[src/rtl/ipv4p_pkg.sv]
// Package for the IPv4 dotted-text parser: transaction structs, part state,
// phase and radix codes, and character constants. No dependencies.
`timescale 1ns / 1ps
`default_nettype none

package ipv4p_pkg;

  // Default limit on the text length in characters
  localparam int MAX_TEXT_LENGTH_DEF = 15;

  // Part phases
  localparam logic [2:0] PH_EMPTY  = 3'd0;  // nothing since the last dot
  localparam logic [2:0] PH_BLANKS = 3'd1;  // blanks only
  localparam logic [2:0] PH_SIGN   = 3'd2;  // sign seen, no digit yet
  localparam logic [2:0] PH_ZERO   = 3'd3;  // leading zero seen
  localparam logic [2:0] PH_XSEEN  = 3'd4;  // "0x" seen
  localparam logic [2:0] PH_DIGITS = 3'd5;  // reading digits
  localparam logic [2:0] PH_DONE   = 3'd6;  // rest of part ignored

  // Radix codes
  localparam logic [1:0] RX_DEC = 2'd0;
  localparam logic [1:0] RX_OCT = 2'd1;
  localparam logic [1:0] RX_HEX = 2'd2;

  // Character codes
  localparam logic [7:0] CH_DOT   = 8'h2E;
  localparam logic [7:0] CH_PLUS  = 8'h2B;
  localparam logic [7:0] CH_MINUS = 8'h2D;
  localparam logic [7:0] CH_ZERO  = 8'h30;
  localparam logic [7:0] CH_X_LO  = 8'h78;
  localparam logic [7:0] CH_X_UP  = 8'h58;

  // Part value saturation point and limits
  localparam logic [8:0] PART_SAT   = 9'd256;
  localparam logic [8:0] PART_MAX   = 9'd255;
  localparam logic [2:0] COUNT_SAT  = 3'd5;
  localparam logic [2:0] COUNT_GOOD = 3'd4;

  typedef struct packed {
    logic [7:0] text_char;
    logic       end_of_text;
  } ipv4p_in_t;

  typedef struct packed {
    logic [31:0] address;
    logic        valid_res;
  } ipv4p_out_t;

  // Parser state apart from the text length
  typedef struct packed {
    logic [31:0] acc;
    logic [8:0]  value;
    logic [2:0]  phase;
    logic [1:0]  radix;
    logic        negative;
    logic [2:0]  count;
    logic        failed;
  } ipv4p_state_t;

  localparam ipv4p_state_t STATE_RESET = '{
    acc: 32'd0, value: 9'd0, phase: PH_EMPTY, radix: RX_DEC,
    negative: 1'b0, count: 3'd0, failed: 1'b0
  };

endpackage

`default_nettype wire

[src/rtl/ipv4p_step.sv]
// Combinational next-state logic of the parser for one transaction.
// Depends on ipv4p_pkg.
`timescale 1ns / 1ps
`default_nettype none

module ipv4p_step #(
  parameter int MAX_TEXT_LENGTH = ipv4p_pkg::MAX_TEXT_LENGTH_DEF,
  parameter int LEN_W = $clog2(MAX_TEXT_LENGTH + 2)
) (
  input  ipv4p_pkg::ipv4p_in_t    item,
  input  ipv4p_pkg::ipv4p_state_t st,
  input  logic [LEN_W-1:0]        len,
  output ipv4p_pkg::ipv4p_state_t st_next,
  output logic [LEN_W-1:0]        len_next,
  output ipv4p_pkg::ipv4p_out_t   res
);
  import ipv4p_pkg::*;

  // Multiply-accumulate by the radix, saturating at 256
  function automatic logic [8:0] add_digit(logic [8:0] v, logic [3:0] d, logic [1:0] rx);
    logic [12:0] prod;
    unique case (rx)
      RX_HEX:  prod = {v, 4'b0000};
      RX_OCT:  prod = {1'b0, v, 3'b000};
      default: prod = {1'b0, v, 3'b000} + {3'b000, v, 1'b0};
    endcase
    prod = prod + {9'd0, d};
    return (prod > 13'(PART_SAT)) ? PART_SAT : prod[8:0];
  endfunction

  // Close the current part and clear it
  function automatic ipv4p_state_t finish_part(ipv4p_state_t s);
    ipv4p_state_t r;
    r = s;
    if (s.phase != PH_EMPTY && s.count < COUNT_SAT) begin
      if (s.value > PART_MAX || (s.negative && s.value != 9'd0)) begin
        r.failed = 1'b1;
      end else begin
        r.acc = {s.acc[23:0], s.value[7:0]};
      end
      r.count = s.count + 3'd1;
    end
    r.value    = 9'd0;
    r.phase    = PH_EMPTY;
    r.radix    = RX_DEC;
    r.negative = 1'b0;
    return r;
  endfunction

  logic [7:0]   c;
  logic [4:0]   hexd;
  logic         is_blank;
  logic         ok_dec;
  logic         ok_oct;
  logic         ok_hex;
  logic         ok_cur;
  ipv4p_state_t fin;
  logic         good;

  assign c = item.text_char;

  // Character classification
  always_comb begin
    hexd = 5'd16;
    if (c >= 8'h30 && c <= 8'h39) begin
      hexd = 5'(c - 8'h30);
    end else if (c >= 8'h61 && c <= 8'h66) begin
      hexd = 5'(c - 8'h57);
    end else if (c >= 8'h41 && c <= 8'h46) begin
      hexd = 5'(c - 8'h37);
    end
    is_blank = (c == 8'h20) || (c >= 8'h09 && c <= 8'h0D);
    ok_dec   = hexd < 5'd10;
    ok_oct   = hexd < 5'd8;
    ok_hex   = hexd < 5'd16;
    unique case (st.radix)
      RX_HEX:  ok_cur = ok_hex;
      RX_OCT:  ok_cur = ok_oct;
      default: ok_cur = ok_dec;
    endcase
  end

  // State update and result
  always_comb begin
    fin      = finish_part(st);
    st_next  = st;
    len_next = len;
    good     = !fin.failed && fin.count == COUNT_GOOD && len <= LEN_W'(MAX_TEXT_LENGTH);
    res.address   = good ? fin.acc : 32'd0;
    res.valid_res = good;
    if (item.end_of_text) begin
      st_next  = STATE_RESET;
      len_next = '0;
    end else begin
      if (len <= LEN_W'(MAX_TEXT_LENGTH)) begin
        len_next = len + LEN_W'(1);
      end
      if (c == CH_DOT) begin
        st_next = fin;
      end else begin
        unique case (st.phase) inside
          PH_EMPTY, PH_BLANKS, PH_SIGN: begin
            if (st.phase != PH_SIGN && is_blank) begin
              st_next.phase = PH_BLANKS;
            end else if (st.phase != PH_SIGN && (c == CH_PLUS || c == CH_MINUS)) begin
              st_next.negative = (c == CH_MINUS);
              st_next.phase    = PH_SIGN;
            end else if (c == CH_ZERO) begin
              st_next.phase = PH_ZERO;
            end else if (ok_dec) begin
              st_next.radix = RX_DEC;
              st_next.value = {5'd0, hexd[3:0]};
              st_next.phase = PH_DIGITS;
            end else begin
              st_next.phase = PH_DONE;
            end
          end
          PH_ZERO: begin
            if (c == CH_X_LO || c == CH_X_UP) begin
              st_next.phase = PH_XSEEN;
            end else begin
              st_next.radix = RX_OCT;
              if (ok_oct) begin
                st_next.value = add_digit(st.value, hexd[3:0], RX_OCT);
                st_next.phase = PH_DIGITS;
              end else begin
                st_next.phase = PH_DONE;
              end
            end
          end
          PH_XSEEN: begin
            st_next.radix = RX_HEX;
            if (ok_hex) begin
              st_next.value = add_digit(st.value, hexd[3:0], RX_HEX);
              st_next.phase = PH_DIGITS;
            end else begin
              st_next.phase = PH_DONE;
            end
          end
          PH_DIGITS: begin
            if (ok_cur) begin
              st_next.value = add_digit(st.value, hexd[3:0], st.radix);
            end else begin
              st_next.phase = PH_DONE;
            end
          end
          default: begin
            st_next = st;
          end
        endcase
      end
    end
  end

endmodule

`default_nettype wire

[src/rtl/ipv4_dotted_text_parser_unit.sv]
// IPv4 dotted-text parser, top level; uses ipv4p_pkg and ipv4p_step.
// An accepted end item passes through the input register and then, once the output
// has room, into the result register. Throughput: one transaction per cycle unless an
// end item is held by a full output; set by the combinational state update between the input and result registers.
// Reset (rst, synchronous): parser state cleared, both registers empty.
`timescale 1ns / 1ps
`default_nettype none

module ipv4_dotted_text_parser_unit #(
  parameter int MAX_TEXT_LENGTH = ipv4p_pkg::MAX_TEXT_LENGTH_DEF
) (
  input  logic                  clk,
  input  logic                  rst,
  input  logic                  in_valid,
  output logic                  in_ready,
  input  ipv4p_pkg::ipv4p_in_t  in_item,
  output logic                  out_valid,
  input  logic                  out_ready,
  output ipv4p_pkg::ipv4p_out_t out_item
);
  import ipv4p_pkg::*;

  localparam int LEN_W = $clog2(MAX_TEXT_LENGTH + 2);

  logic             held;
  ipv4p_in_t        in_reg;
  ipv4p_state_t     state;
  ipv4p_state_t     state_next;
  logic [LEN_W-1:0] text_length;
  logic [LEN_W-1:0] text_length_next;
  ipv4p_out_t       res;
  logic             proc;

  // Held item advances unless it is an end item blocked by a full output
  assign proc     = held && (!in_reg.end_of_text || !out_valid || out_ready);
  assign in_ready = !held || proc;

  ipv4p_step #(
    .MAX_TEXT_LENGTH(MAX_TEXT_LENGTH),
    .LEN_W(LEN_W)
  ) u_step (
    .item(in_reg),
    .st(state),
    .len(text_length),
    .st_next(state_next),
    .len_next(text_length_next),
    .res(res)
  );

  // Input register
  always_ff @(posedge clk) begin
    if (rst) begin
      held <= 1'b0;
    end else if (in_ready) begin
      held <= in_valid;
    end
    if (in_ready && in_valid) begin
      in_reg <= in_item;
    end
  end

  // Parser state
  always_ff @(posedge clk) begin
    if (rst) begin
      state       <= STATE_RESET;
      text_length <= '0;
    end else if (proc) begin
      state       <= state_next;
      text_length <= text_length_next;
    end
  end

  // Result register
  always_ff @(posedge clk) begin
    if (rst) begin
      out_valid <= 1'b0;
    end else if (proc && in_reg.end_of_text) begin
      out_valid <= 1'b1;
    end else if (out_ready) begin
      out_valid <= 1'b0;
    end
    if (proc && in_reg.end_of_text) begin
      out_item <= res;
    end
  end

`ifndef NO_ASSERTIONS
  a_invalid_zero: assert property (@(posedge clk) disable iff (rst)
    out_valid && !out_item.valid_res |-> out_item.address == 32'd0)
    else $error("invalid result carries a nonzero address");

  a_end_clears: assert property (@(posedge clk) disable iff (rst)
    proc && in_reg.end_of_text |=> state.count == 3'd0 && text_length == '0 && !state.failed)
    else $error("parser state not cleared after end item");

  a_count_sat: assert property (@(posedge clk) disable iff (rst)
    state.count <= COUNT_SAT)
    else $error("part count beyond saturation");

  a_hold_stalled: assert property (@(posedge clk) disable iff (rst)
    held && !proc |=> held && $stable(in_reg))
    else $error("stalled input register changed");
`endif

endmodule

`default_nettype wire

[config.mk]
export PLATFORM = sky130hd
export DESIGN_NAME = ipv4_dotted_text_parser_unit
export DESIGN_NICKNAME = d
export VERILOG_FILES = /design/src/rtl/ipv4p_pkg.sv /design/src/rtl/ipv4p_step.sv /design/src/rtl/ipv4_dotted_text_parser_unit.sv
export SDC_FILE = /design/constraint.sdc
export NUM_CORES = 1
export LEC_CHECK = 0
export BUFFER_PORTS_ARGS = -buffer_cell sky130_fd_sc_hd__buf_2
export CAP_MARGIN = 20
export CORE_MARGIN = 1
export CORE_UTILIZATION = 65
export CTS_CLUSTER_DIAMETER = 200
export DETAILED_ROUTE_END_ITERATION = 12
export PLACE_DENSITY = 0.85
export REMOVE_ABC_BUFFERS = 1
export SLEW_MARGIN = 5
export SYNTH_ARGS = -nofsm -noshare
export SYNTH_HDL_FRONTEND = slang
export SYNTH_SLANG_ARGS = --single-unit
export TNS_END_PERCENT = 5
[constraint.sdc]
create_clock -name clk -period 6.2 [get_ports clk]
set_input_delay 1.86 -clock clk [delete_from_list [all_inputs] [get_ports clk]]
set_output_delay 1.86 -clock clk [all_outputs]
set_load 0.02 [all_outputs]
==> reports/metrics.yaml <==
grt:
  grt_first_pass_wirelength_um: 23500
  antenna_found_initial: 0
  grtUsageTotal_pct: 29.7
  grt_pass1_vias: 5183
  grt_max_degree: 54
  grt_overflow_total: 0
clock_network:
  cts_buffers: 9
  numClockSinks: 100
  cts_tree: "built"
  h-tree-depth: 3
  postCtsSetupBuffers: 0
  root_buffer: "clkbuf_8"
  holdBufCountCts: 0
  path_clk_slew_ps: 100
  clkLatencyLatePin_ps: 370
  cts_max_path_buffers: 2
  ctsResizeCount: 0
placement:
  placed_area_um2: 6300
  place_congestion: 0.957
  port_buffers: 47
  dp.final_hpwl_um: 9750
layout:
  largest_reg_flops: 51
  final_nets: 771
  stdcell_area_um2: 6500
  area_growth_pct: 7.67
  diodes: 0
  drive_gt1_share_pct: 12.8
  finish.utilization_pct: 73.5
synthesis:
  synth_most_common_cell: "nand2_1"
  ys_top_cells_by_area: "edfxtp_1 (21%), dfxtp_1 (19%), nand2_1 (7.5%)"
  yosysTopAreaCellShare_pct: 20.9
  synth_cells: 714
  synth-seq-cells: 100
  synth.largest_area_cell: "edfxtp_1"
  syn-cell-area_um2: 6040
  ys_seq_area_share_pct: 40.1
  yosys-top-cells-count: "nand2_1 (121), nor2_1 (74), a21oi_1 (63), dfxtp_1 (58), a22oi_1 (44)"
  synth.distinct_cells: 76
  syn_avg_cell_area_um2: 8.46
  synth_ff_type: "dfxtp_1"
  ys_warn_count: 0
  synth_edf_count: 42
  synthArstFlopShare_pct: 0
timing:
  fmax_ghz: 0.227
  max-slew-margin-rel_pct: 42.1
  hold_viol_final: 0
  setup_viol: 0
  tns_ps: 0
  rsz0062_at_grt: "false"
  tightest_slew_ps: 864
  skew_ps: 16.1
  fin_crit_ps: 4400
  final.period_utilization_pct: 71.0
  slew_viol_final: 0
worst_setup_path:
  crit_fanout: 4
  worst_setup_path_end_kind: "primary output"
  critPathSlowestCell: "nor2b_1"
  crit_top_cell: "buf_2"
  cp-start-kind: "primary input"
  worstPathArrival_ps: 2540
  critical_path_class: "in2out"
  cp_data_required_time_ps: 4340
  crit_chain: "buf_2 > nor2b_1 > nand3_1 > buf_2"
  max_stage_delay_ps: 240
drt:
  first_pass_iters: 12
  drc_errors: 2
  vias: 5611
  post_drt_via_cell_ratio: 6.62
  postRouteAntennaNets: 0
  wire_per_inst_um: 16.9
  drt-total-wl_um: 14300
  drtIter0Drc: 364
power:
  p_leak_nw: 2.26
  p_per_area_nw_per_um2: 187
  peakVddDrop_uv: 159
min_path:
  hold_class: "reg2reg"
floorplan:
  die_w_um: 98.4
  dieArea_um2: 9680
  die_h_um: 98.4
  std_cell_rows: 34
  coreArea_um2: 8850
  pin_count: 48
  start_util_pct: 68.2
flow_run:
  drv_cap: 0
run_status:
  violations: "design-rule violations"
  status: "finished with violations"
[cells in the final DEF, fill, tap and decap left out, types with 5 or more instances in the layout]
| cell | n |
|---|---|
| a211oi_1 | 5 |
| nand2b_1 | 6 |
| xor2_1 | 5 |
| and2_1 | 7 |
| buf_4 | 6 |
| nor3b_1 | 7 |
| nand2_1 | 121 |
| nand3_1 | 15 |
| a31oi_1 | 6 |
| mux2i_1 | 5 |
| nand4_1 | 7 |
| o21ai_0 | 27 |
| nor2b_1 | 9 |
| a22oi_1 | 44 |
| clkbuf_8 | 9 |
| a21oi_1 | 63 |
| dfxtp_1 | 58 |
| buf_2 | 47 |
| nor2_1 | 72 |
| and3_1 | 5 |
| nor3_1 | 13 |
| ha_1 | 22 |
| edfxtp_1 | 42 |
| o211ai_1 | 8 |
| inv_1 | 16 |
| a21o_1 | 5 |
| xnor2_1 | 5 |
[worst max-delay path, delay by kind of cell]
kind	cells	cell delay [ps]
AND/OR/NAND/NOR	2	390
buffers and inverters	2	290
[stage by stage]
| step | std cells | hold WS (ps) | power (W) | setup slack (ps) |
|---|---|---|---|---|
| 6_report | 848 | 505 | 0.00122 | 1800 |
| 3_3_place_gp | 832 | 474 | 0.000812 | 1890 |
| 4_1_cts | 848 | 501 | 0.00122 | 1770 |
| 5_1_grt | 848 | 517 | 0.00125 | 1650 |
| 2_1_floorplan | 671 | 451 | 0.000780 | 2060 |
| 3_5_place_dp | 832 | 484 | 0.000816 | 1780 |
[power by group]
group / switching [W] / internal [W] / leakage, nW
registers: 0.0000114 / 0.000693 / 0.875
logic: 0.0000704 / 0.0000280 / 1.28
clock network: 0.000254 / 0.000160 / 0.0990
total: 0.000336 / 0.000881 / 2.26
[metal layers]
metal / GRT usage [%] / share of wire [%] / vias up
met5: 0 / 0 / -
met4: 7.69 / 1.9 / 0
met3: 4.51 / 5.8 / 38
met2: 52.9 / 50 / 238
met1: 37.6 / 42 / 2648
li1: - / - / 2687
[cell type report]
type	count	area (µm²)
Clock inverter	7	80.1
Timing Repair Buffer	53	280
Inverter	16	60.1
Multi-Input combinational cell	555	3400
Tap cell	108	135
Clock buffer	9	124
Fill cell	672	2350
Sequential cell	100	2420
[cell families (layout without fill, tap and decap cells)]
kind of cell / Yosys count / count (layout) / synth area share (%)
AND/OR/NAND/NOR: 290 / 290 / 22.3
buffers and inverters: 59 / 85 / 3.83
flip-flops: 100 / 100 / 40.1
XOR/XNOR: 10 / 10 / 1.45
adder cells (fa/ha/maj): 23 / 23 / 4.89
multiplexers: 6 / 6 / 1.02
AO/OA/AOI/OAI: 226 / 226 / 26.4
[path summary, 6_finish.rpt]
| check | from | endpoint | slack [ps] | cells past startpoint |
|---|---|---|---|---|
| worst max-delay path | out_ready | in_ready | 1800 | 4 |
| worst min-delay path | state[4] | state[4] | 510 | 2 |
| worst max register to register | in_reg[2] | state[10] | 2010 | 17 |
| worst min register to register | state[4] | state[4] | 510 | 2 |
(Power assumes the default switching activity.)
